==> src/qes_pkg.sv <==
// Shared types and constants for the quadrature encoder speed core.
// Used by the controller, the datapath and the top level.
package qes_pkg;

    localparam int unsigned SPEED_SCALE = 256000000;
    localparam int QUO_W       = 28;
    localparam int DIV_STEPS   = QUO_W;
    localparam int DIV_CNT_W   = $clog2(DIV_STEPS);
    localparam int TIME_W      = 32;
    localparam int POS_W       = 16;
    localparam int SPEED_W     = 29;
    localparam int LIMIT_W     = 28;
    localparam int MODE_W      = 2;
    localparam int CFG_IDX_W   = 8;
    localparam int CFG_DATA_W  = 28;
    localparam int S_TDATA_W   = 40;
    localparam int M_TDATA_W   = 48;

    localparam logic [CFG_IDX_W-1:0] REG_COUNT_MODE     = 8'd0;
    localparam logic [CFG_IDX_W-1:0] REG_MIN_SPEED      = 8'd1;
    localparam logic [CFG_IDX_W-1:0] REG_MAX_SPEED      = 8'd2;
    localparam logic [CFG_IDX_W-1:0] REG_START_POSITION = 8'd3;

    localparam logic [MODE_W-1:0] MODE_X1 = 2'd0;
    localparam logic [MODE_W-1:0] MODE_X2 = 2'd1;
    localparam logic [MODE_W-1:0] MODE_X4 = 2'd2;

    localparam logic [LIMIT_W-1:0] MAX_SPEED_RESET = 28'hFFFFFFF;

    typedef enum logic [1:0] {
        ST_IDLE,
        ST_DIV,
        ST_SPEED,
        ST_EMIT
    } state_t;

    typedef struct packed {
        logic take;
        logic div_step;
        logic speed_load;
        logic out_load;
    } cmd_t;

    typedef struct packed {
        logic act;
        logic d_zero;
        logic out_free;
    } stat_t;

endpackage

==> src/qes_ctrl.sv <==
// Sequencer for the encoder speed core: accept, divide, speed, emit.
// Depends on qes_pkg; drives qes_dp through cmd_t, reads stat_t.
module qes_ctrl
    import qes_pkg::*;
(
    input  logic   aclk,
    input  logic   aresetn,
    input  logic   s_tvalid,
    output logic   s_tready,
    input  stat_t  stat,
    output cmd_t   cmd
);

    state_t                 state_reg, state_next;
    logic [DIV_CNT_W-1:0]   cnt_reg, cnt_next;

    always_ff @(posedge aclk) begin
        if (!aresetn) begin
            state_reg <= ST_IDLE;
            cnt_reg   <= '0;
        end else begin
            state_reg <= state_next;
            cnt_reg   <= cnt_next;
        end
    end

    always_comb begin
        state_next = state_reg;
        cnt_next   = cnt_reg;
        cmd        = '0;
        s_tready   = 1'b0;
        unique case (state_reg)
            ST_IDLE: begin
                s_tready = 1'b1;
                if (s_tvalid) begin
                    cmd.take = 1'b1;
                    cnt_next = '0;
                    if (stat.act && !stat.d_zero) begin
                        state_next = ST_DIV;
                    end else begin
                        state_next = ST_EMIT;
                    end
                end
            end
            ST_DIV: begin
                cmd.div_step = 1'b1;
                cnt_next     = cnt_reg + 1'b1;
                if (cnt_reg == DIV_CNT_W'(DIV_STEPS - 1)) begin
                    state_next = ST_SPEED;
                end
            end
            ST_SPEED: begin
                cmd.speed_load = 1'b1;
                state_next     = ST_EMIT;
            end
            ST_EMIT: begin
                if (stat.out_free) begin
                    cmd.out_load = 1'b1;
                    state_next   = ST_IDLE;
                end
            end
            default: begin
                state_next = ST_IDLE;
            end
        endcase
    end

endmodule

==> src/qes_dp.sv <==
// Datapath: config registers, decoder, position, restoring divider, output register.
// Depends on qes_pkg; sequenced by qes_ctrl.
module qes_dp
    import qes_pkg::*;
(
    input  logic                    aclk,
    input  logic                    aresetn,
    input  cmd_t                    cmd,
    output stat_t                   stat,
    input  logic                    cfg_valid,
    output logic                    cfg_ready,
    input  logic [CFG_IDX_W-1:0]    cfg_index,
    input  logic [CFG_DATA_W-1:0]   cfg_data,
    input  logic                    edge_on_b,
    input  logic                    level_a,
    input  logic                    level_b,
    input  logic [TIME_W-1:0]       now_us,
    output logic                    m_tvalid,
    input  logic                    m_tready,
    output logic                    counted,
    output logic signed [POS_W-1:0] position,
    output logic signed [SPEED_W-1:0] speed
);

    logic [MODE_W-1:0]          mode_reg;
    logic [LIMIT_W-1:0]         min_reg;
    logic [LIMIT_W-1:0]         max_reg;
    logic [POS_W-1:0]           pos_reg, pos_next;
    logic [TIME_W-1:0]          time_reg;
    logic [SPEED_W-1:0]         speed_reg, speed_next;
    logic [TIME_W-1:0]          d_reg;
    logic [TIME_W-1:0]          rem_reg;
    logic [QUO_W-1:0]           quo_reg;
    logic                       up_reg;
    logic                       act_reg;
    logic                       out_valid_reg;
    logic                       out_counted_reg;
    logic [POS_W-1:0]           out_pos_reg;
    logic [SPEED_W-1:0]         out_speed_reg;

    logic                       act;
    logic                       up;
    logic [TIME_W-1:0]          diff;
    logic [TIME_W:0]            trial;
    logic                       fits;
    logic                       cfg_we;

    assign cfg_ready = 1'b1;
    assign cfg_we    = cfg_valid && cfg_ready;

    // Quadrature decode
    always_comb begin
        act = 1'b0;
        up  = 1'b0;
        if (!edge_on_b) begin
            if (mode_reg == MODE_X1) begin
                act = level_a;
                up  = !level_b;
            end else if (mode_reg == MODE_X2 || mode_reg == MODE_X4) begin
                act = 1'b1;
                up  = level_a ? !level_b : level_b;
            end
        end else if (mode_reg == MODE_X4) begin
            act = 1'b1;
            up  = level_a ? level_b : !level_b;
        end
    end

    assign diff          = now_us - time_reg;
    assign stat.act      = act;
    assign stat.d_zero   = (diff == '0);
    assign stat.out_free = !out_valid_reg || m_tready;

    assign pos_next = up ? pos_reg + 1'b1 : pos_reg - 1'b1;

    // One restoring step per cycle
    assign trial = {rem_reg, quo_reg[QUO_W-1]};
    assign fits  = (trial >= {1'b0, d_reg});

    always_comb begin
        if (quo_reg >= max_reg || quo_reg < min_reg) begin
            speed_next = '0;
        end else if (up_reg) begin
            speed_next = {1'b0, quo_reg};
        end else begin
            speed_next = SPEED_W'(0) - {1'b0, quo_reg};
        end
    end

    always_ff @(posedge aclk) begin
        if (!aresetn) begin
            mode_reg      <= MODE_X1;
            min_reg       <= '0;
            max_reg       <= MAX_SPEED_RESET;
            pos_reg       <= '0;
            time_reg      <= '0;
            speed_reg     <= '0;
            out_valid_reg <= 1'b0;
        end else begin
            if (cfg_we) begin
                unique case (cfg_index)
                    REG_COUNT_MODE:     mode_reg <= cfg_data[MODE_W-1:0];
                    REG_MIN_SPEED:      min_reg  <= cfg_data[LIMIT_W-1:0];
                    REG_MAX_SPEED:      max_reg  <= cfg_data[LIMIT_W-1:0];
                    REG_START_POSITION: pos_reg  <= cfg_data[POS_W-1:0];
                    default: ;
                endcase
            end
            if (cmd.take && act) begin
                pos_reg  <= pos_next;
                time_reg <= now_us;
                if (diff == '0) begin
                    speed_reg <= '0;
                end
            end
            if (cmd.speed_load) begin
                speed_reg <= speed_next;
            end
            if (cmd.out_load) begin
                out_valid_reg <= 1'b1;
            end else if (m_tready) begin
                out_valid_reg <= 1'b0;
            end
        end
    end

    always_ff @(posedge aclk) begin
        if (cmd.take) begin
            up_reg  <= up;
            act_reg <= act;
            d_reg   <= diff;
            rem_reg <= '0;
            quo_reg <= QUO_W'(SPEED_SCALE);
        end else if (cmd.div_step) begin
            rem_reg <= fits ? TIME_W'(trial - {1'b0, d_reg}) : trial[TIME_W-1:0];
            quo_reg <= {quo_reg[QUO_W-2:0], fits};
        end
        if (cmd.out_load) begin
            out_counted_reg <= act_reg;
            out_pos_reg     <= pos_reg;
            out_speed_reg   <= speed_reg;
        end
    end

    assign m_tvalid = out_valid_reg;
    assign counted  = out_counted_reg;
    assign position = out_pos_reg;
    assign speed    = out_speed_reg;

endmodule

==> src/quadrature_encoder_speed_core.sv <==
// Quadrature encoder position and speed core, x1/x2/x4 decoding.
// A counted event whose time difference is nonzero passes the accept state,
// 28 steps of the restoring divider (256e6 / delta_t), the speed state and the
// output load, which waits for a free output register. Ignored events and zero
// time differences go from accept straight to the output load. The 28-step
// divider sets the rate; a new beat is taken once the previous event has
// reached the output register, even if that beat is still waiting on m_tready.
// The config port is always ready; write it only while no event is in flight.
// Depends on qes_pkg, qes_ctrl and qes_dp.
module quadrature_encoder_speed_core
    import qes_pkg::*;
(
    input  logic                    aclk,
    input  logic                    aresetn,
    input  logic                    s_tvalid,
    output logic                    s_tready,
    input  logic [S_TDATA_W-1:0]    s_tdata,   // level_a, level_b, now_us[31:0], zero pad
    input  logic                    s_tuser,   // edge_on_b
    output logic                    m_tvalid,
    input  logic                    m_tready,
    output logic [M_TDATA_W-1:0]    m_tdata,   // position[15:0], speed[28:0], zero pad
    output logic                    m_tuser,   // counted
    input  logic                    cfg_valid,
    output logic                    cfg_ready,
    input  logic [CFG_IDX_W-1:0]    cfg_index,
    input  logic [CFG_DATA_W-1:0]   cfg_data
);

    cmd_t                       cmd;
    stat_t                      stat;
    logic signed [POS_W-1:0]    position;
    logic signed [SPEED_W-1:0]  speed;

    qes_ctrl u_ctrl (
        .aclk     (aclk),
        .aresetn  (aresetn),
        .s_tvalid (s_tvalid),
        .s_tready (s_tready),
        .stat     (stat),
        .cmd      (cmd)
    );

    qes_dp u_dp (
        .aclk      (aclk),
        .aresetn   (aresetn),
        .cmd       (cmd),
        .stat      (stat),
        .cfg_valid (cfg_valid),
        .cfg_ready (cfg_ready),
        .cfg_index (cfg_index),
        .cfg_data  (cfg_data),
        .edge_on_b (s_tuser),
        .level_a   (s_tdata[0]),
        .level_b   (s_tdata[1]),
        .now_us    (s_tdata[TIME_W+1:2]),
        .m_tvalid  (m_tvalid),
        .m_tready  (m_tready),
        .counted   (m_tuser),
        .position  (position),
        .speed     (speed)
    );

    assign m_tdata = {{(M_TDATA_W - POS_W - SPEED_W){1'b0}}, speed, position};

`ifndef SYNTHESIS
    a_busy_after_accept: assert property (@(posedge aclk) disable iff (!aresetn)
        (s_tvalid && s_tready) |=> !s_tready)
        else $error("input taken while an event is in flight");

    a_result_after_work: assert property (@(posedge aclk) disable iff (!aresetn)
        $rose(m_tvalid) |-> $past(!s_tready))
        else $error("result beat appeared without a finished event");

    a_single_load: assert property (@(posedge aclk) disable iff (!aresetn)
        cmd.out_load |-> stat.out_free)
        else $error("output register overwritten while full");
`endif

endmodule

==> config.mk <==
export PLATFORM = sky130hd
export DESIGN_NAME = quadrature_encoder_speed_core
export DESIGN_NICKNAME = d
export VERILOG_FILES = /design/src/qes_pkg.sv /design/src/qes_ctrl.sv /design/src/qes_dp.sv /design/src/quadrature_encoder_speed_core.sv
export SDC_FILE = /design/constraint.sdc
export NUM_CORES = 1
export LEC_CHECK = 0
export BUFFER_PORTS_ARGS = -buffer_cell sky130_fd_sc_hd__buf_4
export CORE_MARGIN = 2
export CORE_UTILIZATION = 50
export CTS_BUF_LIST = sky130_fd_sc_hd__clkbuf_8
export DETAILED_ROUTE_END_ITERATION = 6
export GPL_ROUTABILITY_DRIVEN = 0
export PLACE_DENSITY = 0.65
export RECOVER_POWER = 100
export SYNTH_ARGS = -nofsm -noshare
export SYNTH_HDL_FRONTEND = slang
export SYNTH_SLANG_ARGS = --single-unit
==> constraint.sdc <==
create_clock -name aclk -period 4.6 [get_ports aclk]
set_input_delay 0.46 -clock aclk [delete_from_list [all_inputs] [get_ports aclk]]
set_output_delay 0.46 -clock aclk [all_outputs]
set_load 0.02 [all_outputs]
# Word level (Yosys, flattened, before mapping)

Index checks and enable logic that the tools add are counted.
Widths: inputs -> output; s select.

Bits in registers: 283
Output and inout bits: 52

Order comparisons: 3
$add $sub $neg: 6
Multiplexer cells: 36
Reduce and logical (&&, ||, !) cells: 25
Eq/ne operators: 12

Operators with widths:

| operator              | number |
|---|---|
| $mux 29               | 5 |
| $mux 16               | 4 |
| $sub 32x32->32        | 2 |
| $ge 33x32->1          | 1 |
| $logic_not 32->1      | 1 |
| $mux 32               | 1 |
| $sub 1x28->29 const A | 1 |
| $ge 28x28->1          | 1 |
| $lt 28x28->1          | 1 |
| $mux 1                | 19 |
| $add 16x1->16 const B | 1 |
| $eq 8x2->1 const B    | 2 |
| $sub 16x1->16 const B | 1 |
| $reduce_and 2->1      | 6 |
| $reduce_bool 2->1     | 6 |
| $pmux 5 s2            | 1 |
| $eq 8x1->1 const B    | 1 |
| $logic_not 8->1       | 1 |
| $mux 2                | 4 |
| $pmux 2 s4            | 1 |
| $eq 2x2->1 const B    | 3 |
| $add 5x1->5 const B   | 1 |
| $eq 5x5->1 const B    | 1 |
| $mux 5                | 1 |
| other kinds (8)       | 16 |

# Logic depth before layout (Yosys ltp)

Gate-level depths: netlist (run 1).

Depth after elaboration: 9
Depth in mapped cells: 19
Gate-level depth less buffers: 19

# Hierarchy

From an unflattened synthesis (run 1), not the netlist that was laid out.

Cell total of the unflattened synthesis: 1938
Area, all modules: 16846.2 um2

Modules (own cells, without submodules):

| module                        | seq. area each (um2) | area each (um2) | times used | cells each |
|---|---|---|---|---|
| qes_dp                        | 6326.1               | 16382.0         | 1          | 1886 |
| qes_ctrl                      | 140.1                | 437.9           | 1          | 48 |
| quadrature_encoder_speed_core | 0.0                  | 26.3            | 1          | 4 |

# Least setup slack after synthesis (run 1)

OpenSTA, ideal clock, no wires.

Kind: reg-to-reg
Start point: register u_dp.mode_reg[0]
End point: register u_dp.pos_reg[14]
Arrival time: 3.538 ns
Cell stages (with the launch flop): 20
Setup time: 0.128 ns
Required time: 4.472 ns
Path slack: 0.934 ns
Buffers on the path: 0
Period minus slack after synthesis: 3.666 ns
Cells stage by stage: dfxtp_1 inv_1 ha_1 nor2_1 mux2_2 a21oi_1 o22ai_1 inv_1 ha_1 nor2b_1 o21ai_0 a21boi_0 o21ai_0 a21boi_0 o2111ai_1 and3_1 o41ai_1 xor2_1 a21oi_1 nor2_1

Elaborated cells on any way between the ends: 18

RTL lines:

| item                                            | RTL line                   | RTL |
|---|---|---|
| from (decl)                                     | qes_dp.sv:25               | `logic [MODE_W-1:0] mode_reg;` |
| from (signal assigned)                          | qes_dp.sv:102              | `REG_COUNT_MODE: mode_reg <= cfg_data[MODE_W-1:0];` |
| $eq 2x1->1 / $eq 2x2->1 (equally long branches) | qes_dp.sv:59, qes_dp.sv:63 |  |
| $logic_or 1x1->1                                | qes_dp.sv:59               | `end else if (mode_reg == MODE_X2 \|\| mode_reg == MODE_X4) begin` |
| $mux 1                                          | qes_dp.sv:59               |  |
| $mux 1                                          | qes_dp.sv:56               | `if (mode_reg == MODE_X1) begin` |
| $mux 1 (*)                                      | qes_dp.sv:55               | `if (!edge_on_b) begin` |
| via u_dp.up                                     | qes_dp.sv:42               | `logic up;` |
| $mux 16 (*)                                     | qes_dp.sv:74               | `assign pos_next = up ? pos_reg + 1'b1 : pos_reg - 1'b1;` |
| $mux 16 (*)                                     | qes_dp.sv:109              | `if (cmd.take && act) begin` |
| to (signal assigned)                            | qes_dp.sv:105              | `REG_START_POSITION: pos_reg <= cfg_data[POS_W-1:0];` |
| to (signal assigned)                            | qes_dp.sv:110              | `pos_reg <= pos_next;` |
| to (decl)                                       | qes_dp.sv:28               | `logic [POS_W-1:0] pos_reg, pos_next;` |

The timed path passes the listed nets; every way through them passes the cells marked *.
A chain may end at the register's enable or synchronous reset.

# Final worst setup path (run 1)

Start point: register u_dp.rem_reg[9]
End point: register u_dp.rem_reg[0]

Word-level cells in the longest chain between the ends: 2

Ends and longest elaborated chain:

| item                   | RTL line      | RTL |
|---|---|---|
| from (decl)            | qes_dp.sv:32  | `logic [TIME_W-1:0] rem_reg;` |
| from (signal assigned) | qes_dp.sv:135 | `rem_reg <= fits ? TIME_W'(trial - {1'b0, d_reg}) : trial[TIME_W-1:0];` |
| $ge 33x32->1           | qes_dp.sv:78  | `assign fits = (trial >= {1'b0, d_reg});` |
| $mux 32                | qes_dp.sv:135 |  |

No other way between the ends.

==> results of run 1 <==
[final cells by class]
cell class / count / area share, %
tap: 442 / 2.96
clock inverter: 37 / 1.54
antenna: 1 / 0.0134
clock buffer: 59 / 4.34
timing repair buffer: 144 / 4.83
sequential: 283 / 34.6
multi-input combinational: 1343 / 48.4
inverter: 164 / 3.29
[worst max path at each step]
stage                      from            endpoint  slack [ps]  cells after the start
2_1_floorplan  u_dp.mode_reg[0]    u_dp.pos_reg[14]         930                     19
3_3_place_gp         s_tdata[2]  u_dp.speed_reg[27]         370                     16
3_5_place_dp         s_tdata[2]  u_dp.speed_reg[27]         380                     16
4_1_cts        u_dp.time_reg[0]  u_dp.speed_reg[27]         700                     14
5_1_grt        u_dp.time_reg[0]  u_dp.speed_reg[23]         150                     14
6_report        u_dp.rem_reg[9]     u_dp.rem_reg[0]         470                     14
[per-layer routing]
layer | vias to the layer above | wire length, um
met5 | - | 30
met4 | 4 | 664
met3 | 49 | 2160
met2 | 306 | 16900
met1 | 6391 | 20000
li1 | 6889 | -
[cell usage in the layout (no fill, tap or decap), types with 8 or more instances in the layout]
cell	Yosys	layout
o21bai_1	15	15
o21a_1	8	8
a21boi_0	23	24
xor2_1	28	28
nand2_1	246	246
a2bb2oi_1	26	26
nor2_1	130	129
a311oi_1	12	13
dfxtp_1	203	203
clkbuf_8	0	59
o211ai_1	36	36
buf_4	4	86
clkinv_2	0	12
xnor2_1	64	64
clkinv_1	0	10
o211a_1	26	26
clkbuf_1	67	53
a211oi_1	22	23
nor3_1	19	19
nor2b_1	15	15
inv_1	163	170
ha_1	140	140
and3_1	17	17
a21o_1	61	61
nand4_1	14	14
or3_1	8	8
a31oi_1	32	32
nand2b_1	12	12
o21ai_0	60	61
edfxtp_1	80	80
mux2i_1	42	42
a21oi_1	163	163
nor4_1	9	9
nand3_1	20	19
[worst reg2reg max path, cell delays in order (launching register included)]
cell      delay (ps)
dfxtp_1          340
ha_1             380
a21o_1           200
a21oi_1          150
o21bai_1         110
a311o_1          390
a221o_1          320
o31ai_1          240
clkbuf_1         260
o21ai_0          160
clkbuf_1         630
nor2_1           440
a21oi_1           80
mux2i_1          190
nor2_1            70
[cells by family after synthesis]
family          count (synthesis)  synth area share [%]
mux                            46                  2.82
compound gates                542                  22.3
other cells                     2                0.0455
fa+ha+maj                     143                  11.0
flops                         283                  39.2
buf+inv                       256                  5.98
simple gates                  516                  13.8
xor+xnor                       92                  4.88
[synth_stat cells, types with 4 or more instances]
cell type	number	area share [%]
a21o_1	61	2.8
a2bb2oi_1	26	1.4
o21bai_1	15	0.68
edfxtp_1	80	15
a31oi_1	32	1.2
nor4_1	9	0.34
xnor2_1	64	3.4
nand2b_1	12	0.45
and2_1	6	0.23
buf_4	4	0.18
o31ai_1	4	0.18
inv_1	163	3.7
xor2_1	28	1.5
and3_1	17	0.64
o211ai_1	36	1.6
a311oi_1	12	0.64
dfxtp_1	203	25
nand2_1	246	5.6
o21ai_0	60	1.8
ha_1	140	11
or3_1	8	0.30
nor2_1	130	3.0
a211oi_1	22	1.0
nor3_1	19	0.58
nor3b_1	4	0.18
a21boi_0	23	1.0
o22ai_1	4	0.15
nand4b_1	4	0.21
nand4_1	14	0.53
o2bb2ai_1	4	0.21
mux2_2	4	0.27
nor2b_1	15	0.57
a21oi_1	163	4.9
buf_2	9	0.27
nand3_1	20	0.61
mux2i_1	42	2.5
o21a_1	8	0.36
clkbuf_1	67	1.5
buf_1	12	0.27
o211a_1	26	1.6
[through the flow]
| step | worst slack [ps] | std cells |
|---|---|---|
| floorplan | 934 | 1882 |
| global placement | 370 | 2376 |
| detailed placement | 384 | 2376 |
| CTS | 705 | 2472 |
| global route | 152 | 2472 |
| finish | 473 | 2473 |
[power by group]
part           switching [uW]  internal [uW]  total [uW]
combinational            2370           1630        4010
clock                    1110           1410        2530
sequential                381           3090        3470
total                    3870           6140       10000
==> flow_metrics.tcl, run 1 <==
set metrics [dict create \
    cap_violations 6 \
    boundaryPins 134 \
    place_area_um2 17800 \
    chipWidth_um 186 \
    post-cts-setup-buffer-count 0 \
    critPathLaunchType "flop" \
    netlist_area_um2 16500 \
    path_cells "ha_1 -> a21o_1 -> a21oi_1 -> o21bai_1 -> a311o_1 -> a221o_1 -> o31ai_1 -> clkbuf_1 -> o21ai_0 -> clkbuf_1 -> nor2_1 -> a21oi_1 -> mux2i_1 -> nor2_1" \
    clk_latency_ps 620 \
    hold_buffers 0 \
    drc_errors 0 \
    cts_buffer_depth 3 \
    nFillCells 3073 \
    grt.overflow.total 0 \
    grt_util_met1_pct 33.6 \
    coreArea_um2 32500 \
    min_to "u_dp.max_reg[17]" \
    async_reset_ff_share_pct 0 \
    reg2reg_from "u_dp.rem_reg[9]" \
    cts_buffers 51 \
    grt_pass1_wl_um 64600 \
    period_needed_ps 4130 \
    final-hold-violation-count 0 \
    detail-route-antenna-nets 0 \
    path_delay_family "compound AO/OA/AOI/OAI gates" \
    use_met2_pct 35.5 \
    cp.arrival_ps 4530 \
    critPathMaxStageDelay_ps 630 \
    nNetsFinal 2212 \
    syn_inst 1880 \
    power_uw 10000 \
    final_area_um2 18700 \
    setup_tns_ps 0 \
    tritoncts "done" \
    fmax_mhz 242 \
    grt_pass1_vias 12800 \
    drt-initial-drc-count 787 \
    cts_resized 0 \
    multi_input_area_um2 9060 \
    cp_data_required_time_ps 5010 \
    syn_avg_cell_area_um2 8.78 \
    finalCritPeriodShare_pct 89.7 \
    synth_cell_types 80 \
    status "complete, but fails checks" \
    reg2reg_slack_ps 470 \
    num_vias 13600 \
    dp_hpwl_um 28000 \
    cp_max_fo 33 \
    max_slew_margin_pct -88.8 \
    rsz0062_at_grt "false" \
    dr.pass1.iters 5 \
    powerDensity_nw_per_um2 535 \
    top_usage_layer "met2" \
    r2r-end "u_dp.rem_reg[0]" \
    whs_path_depth 3 \
    ys.flop_type "dfxtp_1" \
    dieArea_um2 34500 \
    largest_reg_flops 58 \
    p_leak_uw 0.00803 \
    setup.worst_path.end_class "flop" \
    row_count 66 \
    ys_seq_elements 283 \
    drv_slew 332 \
    syn_to_final_growth_pct 13.3 \
    met3_usage_pct 3.80 \
    grt_antenna_before_repair 2 \
    detail_route.wl_per_cell_um 16.1 \
    setup.worst_path.class "reg2reg" \
    htreeDepth 2 \
    violations "capacitance limit, slew limit" \
    die_h_um 186 \
    grt_max_degree 93 \
    portBuffers 123 \
    critPathBufInv 2 \
    clock_skew_ps 38.1 \
    synth_seq_area_share_pct 39.2 \
    cts.reportedPaths.clkPinSlew_ps 60 \
    reg2regPathDepth 14 \
    wl_um 39800 \
    tightestPinTransition_ps 2830 \
    crit_slowest_cell "clkbuf_1" \
    grt.total_usage_pct 23.1 \
    whs_ps 88.3 \
    drive_above_1_share_pct 9.16 \
    synth-edff-count 80 \
    via_per_inst 5.52 \
    seqCellArea_um2 6470 \
    hold_start "cfg_data[17]" \
    start_util_pct 50.7 \
    setup_violations 0 \
    peakVddDrop_mv 0.324 \
    post-route-util_pct 57.5 \
    clock-sinks 283 \
    hold_class "in2reg" \
    cts_root_buf "clkbuf_8" \
    yosys_warnings 0 \
]
(Power assumes the default switching activity.)
==> run 2, diff against run 1 <==
--- a/config.mk
+++ b/config.mk
@@ -6,7 +6,7 @@
 export NUM_CORES = 1
 export LEC_CHECK = 0
 export BUFFER_PORTS_ARGS = -buffer_cell sky130_fd_sc_hd__buf_4
-export CORE_MARGIN = 2
+export CORE_MARGIN = 8
 export CORE_UTILIZATION = 50
 export CTS_BUF_LIST = sky130_fd_sc_hd__clkbuf_8
 export DETAILED_ROUTE_END_ITERATION = 6
==> run 2 against run 1 <==
The flow still finishes with violations (capacitance limit, slew limit). Maximum frequency hardly changed. Global-route usage is 2.5 points lower. Clock skew hardly changed. First-iteration DRC count is 1.0% higher. Sequential share of layout area is 0.17 points higher. Clock power is 10% lower. Die area is 13% higher. Via count hardly changed. Wire length is 2.4% higher. Critical path depth stayed put. Setup slack better by 4.0 ps. Final cell count hardly changed. Critical path type unchanged. Largest cell class unchanged.
==> flow_metrics.tcl, run 2 (synthesis gave the netlist of run 1 again) <==
set metrics [dict create \
    hold_class "in2reg" \
    cts_buffers 49 \
    met3_wirelength_um 2390 \
    max_slew_margin_pct -93.7 \
    clock_skew_ps 37.8 \
    drc_errors 0 \
    clock-sinks 283 \
    grt_max_degree 75 \
    reg2reg_from "u_dp.time_reg[0]" \
    coreArea_um2 32500 \
    status "complete, but fails checks" \
    mostFrequentLayoutCell "nand2_1" \
    n_antenna_cell 0 \
    syn_to_final_growth_pct 12.7 \
    tritoncts "done" \
    critPathMaxStageDelay_ps 510 \
    cp.arrival_ps 4560 \
    nNetsFinal 2214 \
    grt_pass1_wl_um 67000 \
    drt-initial-drc-count 795 \
    hold_start "cfg_data[25]" \
    seqCellArea_um2 6470 \
    wl_met1_um 20400 \
    tightestPinTransition_ps 2910 \
    via_per_inst 5.52 \
    startpoint "u_dp.time_reg[0]" \
    die_h_um 198 \
    boundaryPins 134 \
    post-cts-setup-buffer-count 0 \
    cts_buffer_depth 3 \
    violations "capacitance limit, slew limit" \
    cap_violations 5 \
    power_uw 9750 \
    top_layer "met5" \
    portBuffers 123 \
    cts.reportedPaths.clkPinSlew_ps 60 \
    detail-route-antenna-nets 0 \
    nFillCells 3114 \
    p_comb_share_pct 41.0 \
    layoutNonFillerInstCount 2471 \
    detail_route.wl_per_cell_um 16.5 \
    clk_latency_ps 600 \
    cp_data_required_time_ps 5040 \
    wl_um 40700 \
    sw_frac_of_total_pct 38.8 \
    crit_slowest_cell "a221oi_1" \
    setup_tns_ps 0 \
    path_cells "ha_1 -> inv_1 -> fa_1 -> a21o_1 -> a221oi_1 -> xnor2_1 -> or3_1 -> or4_1 -> nor4_1 -> nand4b_1 -> nand4b_1 -> nor4_4 -> buf_12 -> a41oi_1" \
    p_leak_uw 0.00802 \
    setup.worst_path.class "reg2reg" \
    grt.total_usage_pct 20.6 \
    critPathLaunchType "flop" \
    p_int_uw 5960 \
    cp_common_cell "nand4b_1" \
    drv_slew 258 \
    grt.overflow.total 0 \
    chipWidth_um 198 \
    peakVddDrop_mv 0.246 \
    dp_hpwl_um 29000 \
    period_needed_ps 4120 \
    num_vias 13600 \
    row_count 66 \
    multi_input_area_um2 9050 \
    wl_met2_um 17000 \
    cp_max_fo 30 \
    grt_antenna_before_repair 2 \
    final-hold-violation-count 0 \
    place_area_um2 17900 \
    finalCritPeriodShare_pct 89.6 \
    powerDensity_nw_per_um2 524 \
    setup_violations 0 \
    start_util_pct 50.7 \
    rsz0062_at_grt "false" \
    largest_reg_flops 58 \
    p_seq_share_pct 35.7 \
    final_cell_mix "246 x nand2_1, 203 x dfxtp_1, 181 x inv_1" \
    cts_resized 0 \
    htreeDepth 2 \
    hold_buffers 0 \
    switchingPower_uw 3780 \
    dieArea_um2 39100 \
    drive_above_1_share_pct 8.77 \
    reg2reg_slack_ps 480 \
    final_area_um2 18600 \
    setup.worst_path.end_class "flop" \
    dr.pass1.iters 6 \
    grt_pass1_vias 13300 \
    dp.cells 2380 \
    clkPwrFrac_pct 23.3 \
    fmax_mhz 243 \
    cts_root_buf "clkbuf_8" \
]
-- run 2: cell count changes in the layout (fill, tap and decap cells not counted), moves of 2 or more --
cell / delta
inv_1: +11
clkinv_2: -7
clkinv_1: -5
bufinv_16: -3
clkbuf_2: +2
-- run 2: path summary, 6_finish.rpt --
path / endpoint / depth (start not counted)
setup / recovery: u_dp.speed_reg[27] / 14
hold / removal: u_dp.max_reg[25] / 3
setup reg to reg: u_dp.speed_reg[27] / 14
hold reg to reg: u_dp.counted / 0
-- run 2: per-layer routing --
metal	GRT usage, %	vias to the layer above
li1	-	6896
met1	29.1	6345
met2	31.3	321
met3	4.21	70
met4	6.17	4
met5	0	-
-- run 2: per-stage QoR --
step | hold slack [ps] | setup WS (ps) | utilization (%)
floorplan | 400 | 934 | -
global placement | 404 | 348 | 55.0
detailed placement | 417 | 307 | 55.0
CTS | 71.9 | 585 | 58.0
global route | 65.5 | 117 | 57.2
finish | 101 | 477 | 57.2
-- run 2: layout make-up --
type,count,area share (%)
Clock buffer,60,4.44
Timing Repair Buffer,148,4.96
Sequential cell,283,34.8
Clock inverter,31,0.888
Tap cell,442,2.97
Multi-Input combinational cell,1343,48.7
Inverter,164,3.31
-- run 2: critical path, delay by kind of cell (launching register included) --
| kind | cells | cell delay, ps |
|---|---|---|
| AO/OA/AOI/OAI | 3 | 840 |
| adder cells (fa/ha/maj) | 2 | 540 |
| flip-flops | 1 | 330 |
| AND/OR/NAND/NOR | 6 | 1790 |
| buffers and inverters | 2 | 270 |
| XOR/XNOR | 1 | 170 |
-- run 2: power groups by stage --
| stage | combinational [uW] | sequential (uW) | clock [uW] |
|---|---|---|---|
| final | 4000 | 3470 | 2270 |
| after global routing | 4490 | 3530 | 2460 |
| after floorplan | 3070 | 3440 | 0 |
| after CTS | 4090 | 3460 | 2330 |
| after detailed placement | 4070 | 3510 | 0 |
| after global placement | 4000 | 3490 | 0 |
==> run 3, diff against run 2 <==
--- a/config.mk
+++ b/config.mk
@@ -8,11 +8,11 @@
 export BUFFER_PORTS_ARGS = -buffer_cell sky130_fd_sc_hd__buf_4
 export CORE_MARGIN = 8
 export CORE_UTILIZATION = 50
-export CTS_BUF_LIST = sky130_fd_sc_hd__clkbuf_8
 export DETAILED_ROUTE_END_ITERATION = 6
 export GPL_ROUTABILITY_DRIVEN = 0
 export PLACE_DENSITY = 0.65
 export RECOVER_POWER = 100
+export SKIP_CTS_REPAIR_TIMING = 1
 export SYNTH_ARGS = -nofsm -noshare
 export SYNTH_HDL_FRONTEND = slang
 export SYNTH_SLANG_ARGS = --single-unit
==> run 3 against run 2 <==
The run still ends with capacitance limit, slew limit left. Critical endpoint is now u_dp.speed_reg[25]. Global-route usage about the same. Combinational power about the same. Core utilization is 0.17 points higher.
==> flow_metrics.tcl, run 3 (synthesis gave the netlist of run 1 again) <==
set metrics [dict create \
    cp_max_fo 30 \
    sw_frac_of_total_pct 38.0 \
    coreArea_um2 32500 \
    cp.arrival_ps 4590 \
    cp_data_required_time_ps 4980 \
    drc_errors 0 \
    cap_violations 5 \
    grt_pass1_wl_um 67100 \
    p_leak_uw 0.00795 \
    tightestPinTransition_ps 2910 \
    boundaryPins 134 \
    cts_root_buf "clkbuf_16" \
    p_seq_share_pct 34.6 \
    clkPwrFrac_pct 25.5 \
    portBuffers 123 \
    period_needed_ps 4210 \
    num_vias 13600 \
    setup.worst_path.class "reg2reg" \
    drv_slew 258 \
    dp_hpwl_um 29000 \
    violations "capacitance limit, slew limit" \
    grt_pass1_vias 13200 \
    grt.overflow.total 0 \
    syn_to_final_growth_pct 13.1 \
    clk_latency_ps 520 \
    grt_max_degree 75 \
    finalCritPeriodShare_pct 91.4 \
    setup.worst_path.end_class "flop" \
    cts_buffer_depth 3 \
    p_int_uw 6230 \
    power_uw 10000 \
    final_cell_mix "246 x nand2_1, 203 x dfxtp_1, 163 x a21oi_1" \
    mostFrequentLayoutCell "nand2_1" \
    n_antenna_cell 0 \
    layoutNonFillerInstCount 2442 \
    setup_tns_ps 0 \
    wl_um 40700 \
    dr.pass1.iters 5 \
    dp.cells 2380 \
    critPathLaunchType "flop" \
    switchingPower_uw 3820 \
    detail_route.wl_per_cell_um 16.7 \
    final-hold-violation-count 0 \
    drt-initial-drc-count 928 \
    dieArea_um2 39100 \
    grt_antenna_before_repair 2 \
    largest_reg_flops 58 \
    grt.total_usage_pct 20.6 \
    max_slew_margin_pct -94.1 \
    start_util_pct 50.7 \
    tritoncts "done" \
    htreeDepth 2 \
    p_comb_share_pct 39.9 \
    die_h_um 198 \
    fmax_mhz 238 \
    drive_above_1_share_pct 7.85 \
    nNetsFinal 2199 \
    detail-route-antenna-nets 0 \
    via_per_inst 5.58 \
    hold_class "in2reg" \
    chipWidth_um 198 \
    row_count 66 \
    clock-sinks 283 \
    status "complete, but fails checks" \
    nFillCells 3093 \
    clock_skew_ps 25.3 \
    powerDensity_nw_per_um2 538 \
    cts.reportedPaths.clkPinSlew_ps 60 \
    rsz0062_at_grt "false" \
    cts_buffers 34 \
    setup_violations 0 \
    peakVddDrop_mv 0.298 \
]
-- run 3: cell types whose count changed in the layout (fill, tap and decap cells not counted), sizes merged --
cell | before | now
clkbuf | 119 | 109
clkinv | 11 | 8
inv | 182 | 166
-- run 3: final timing paths --
kind,from,end,slack (ps),cells after the start
hold reg to reg,u_dp.act_reg,u_dp.counted,420,0
setup / recovery,u_dp.time_reg[0],u_dp.speed_reg[25],390,14
hold / removal,cfg_data[17],u_dp.max_reg[17],180,3
setup reg to reg,u_dp.time_reg[0],u_dp.speed_reg[25],390,14
-- run 3: final cells by class --
| cell class | count | area (um^2) | share of cell area [%] |
|---|---|---|---|
| clock buffer | 50 | 951 | 5.10 |
| clock inverter | 12 | 108 | 0.577 |
| inverter | 164 | 616 | 3.30 |
| multi-input combinational | 1343 | 9040 | 48.5 |
| sequential | 283 | 6470 | 34.7 |
| tap | 442 | 553 | 2.96 |
| timing repair buffer | 148 | 923 | 4.95 |
-- run 3: per-stage QoR --
stage	util, %	area, um^2	worst slack, ps	hold slack [ps]
floorplan	-	16500	934	400
global placement	55.0	17900	348	404
detailed placement	55.0	17900	307	417
CTS	58.2	18900	618	155
global route	57.4	18700	101	174
finish	57.4	18700	394	179
-- run 3: metal layers --
metal / part of all wire [%] / GRT usage [%] / vias up
met4: 1.9 / 5.28 / 4
met5: 0.066 / 0 / -
met3: 5.6 / 3.61 / 60
met2: 42 / 31.6 / 348
met1: 50 / 29.4 / 6348
li1: - / - / 6867
-- run 3: worst max-delay path, stage by stage (launching register included) --
cell and delay [ps]:
dfxtp_1 330, ha_1 150, inv_1 50, fa_1 400, a21o_1 210, a221oi_1 500
o2bb2ai_1 200, a211oi_1 450, o22ai_1 280, a22o_1 310, a311o_1 370, nor3_1 350
buf_12 240, o211a_1 160, a21boi_0 70
-- run 3: power groups by stage --
stage	Clock (uW)	Sequential (uW)	Combinational [uW]
after global placement	0	3490	4000
after detailed placement	0	3510	4070
after floorplan	0	3440	3070
after CTS	2620	3460	4090
final	2560	3480	4000
after global routing	2720	3530	4490
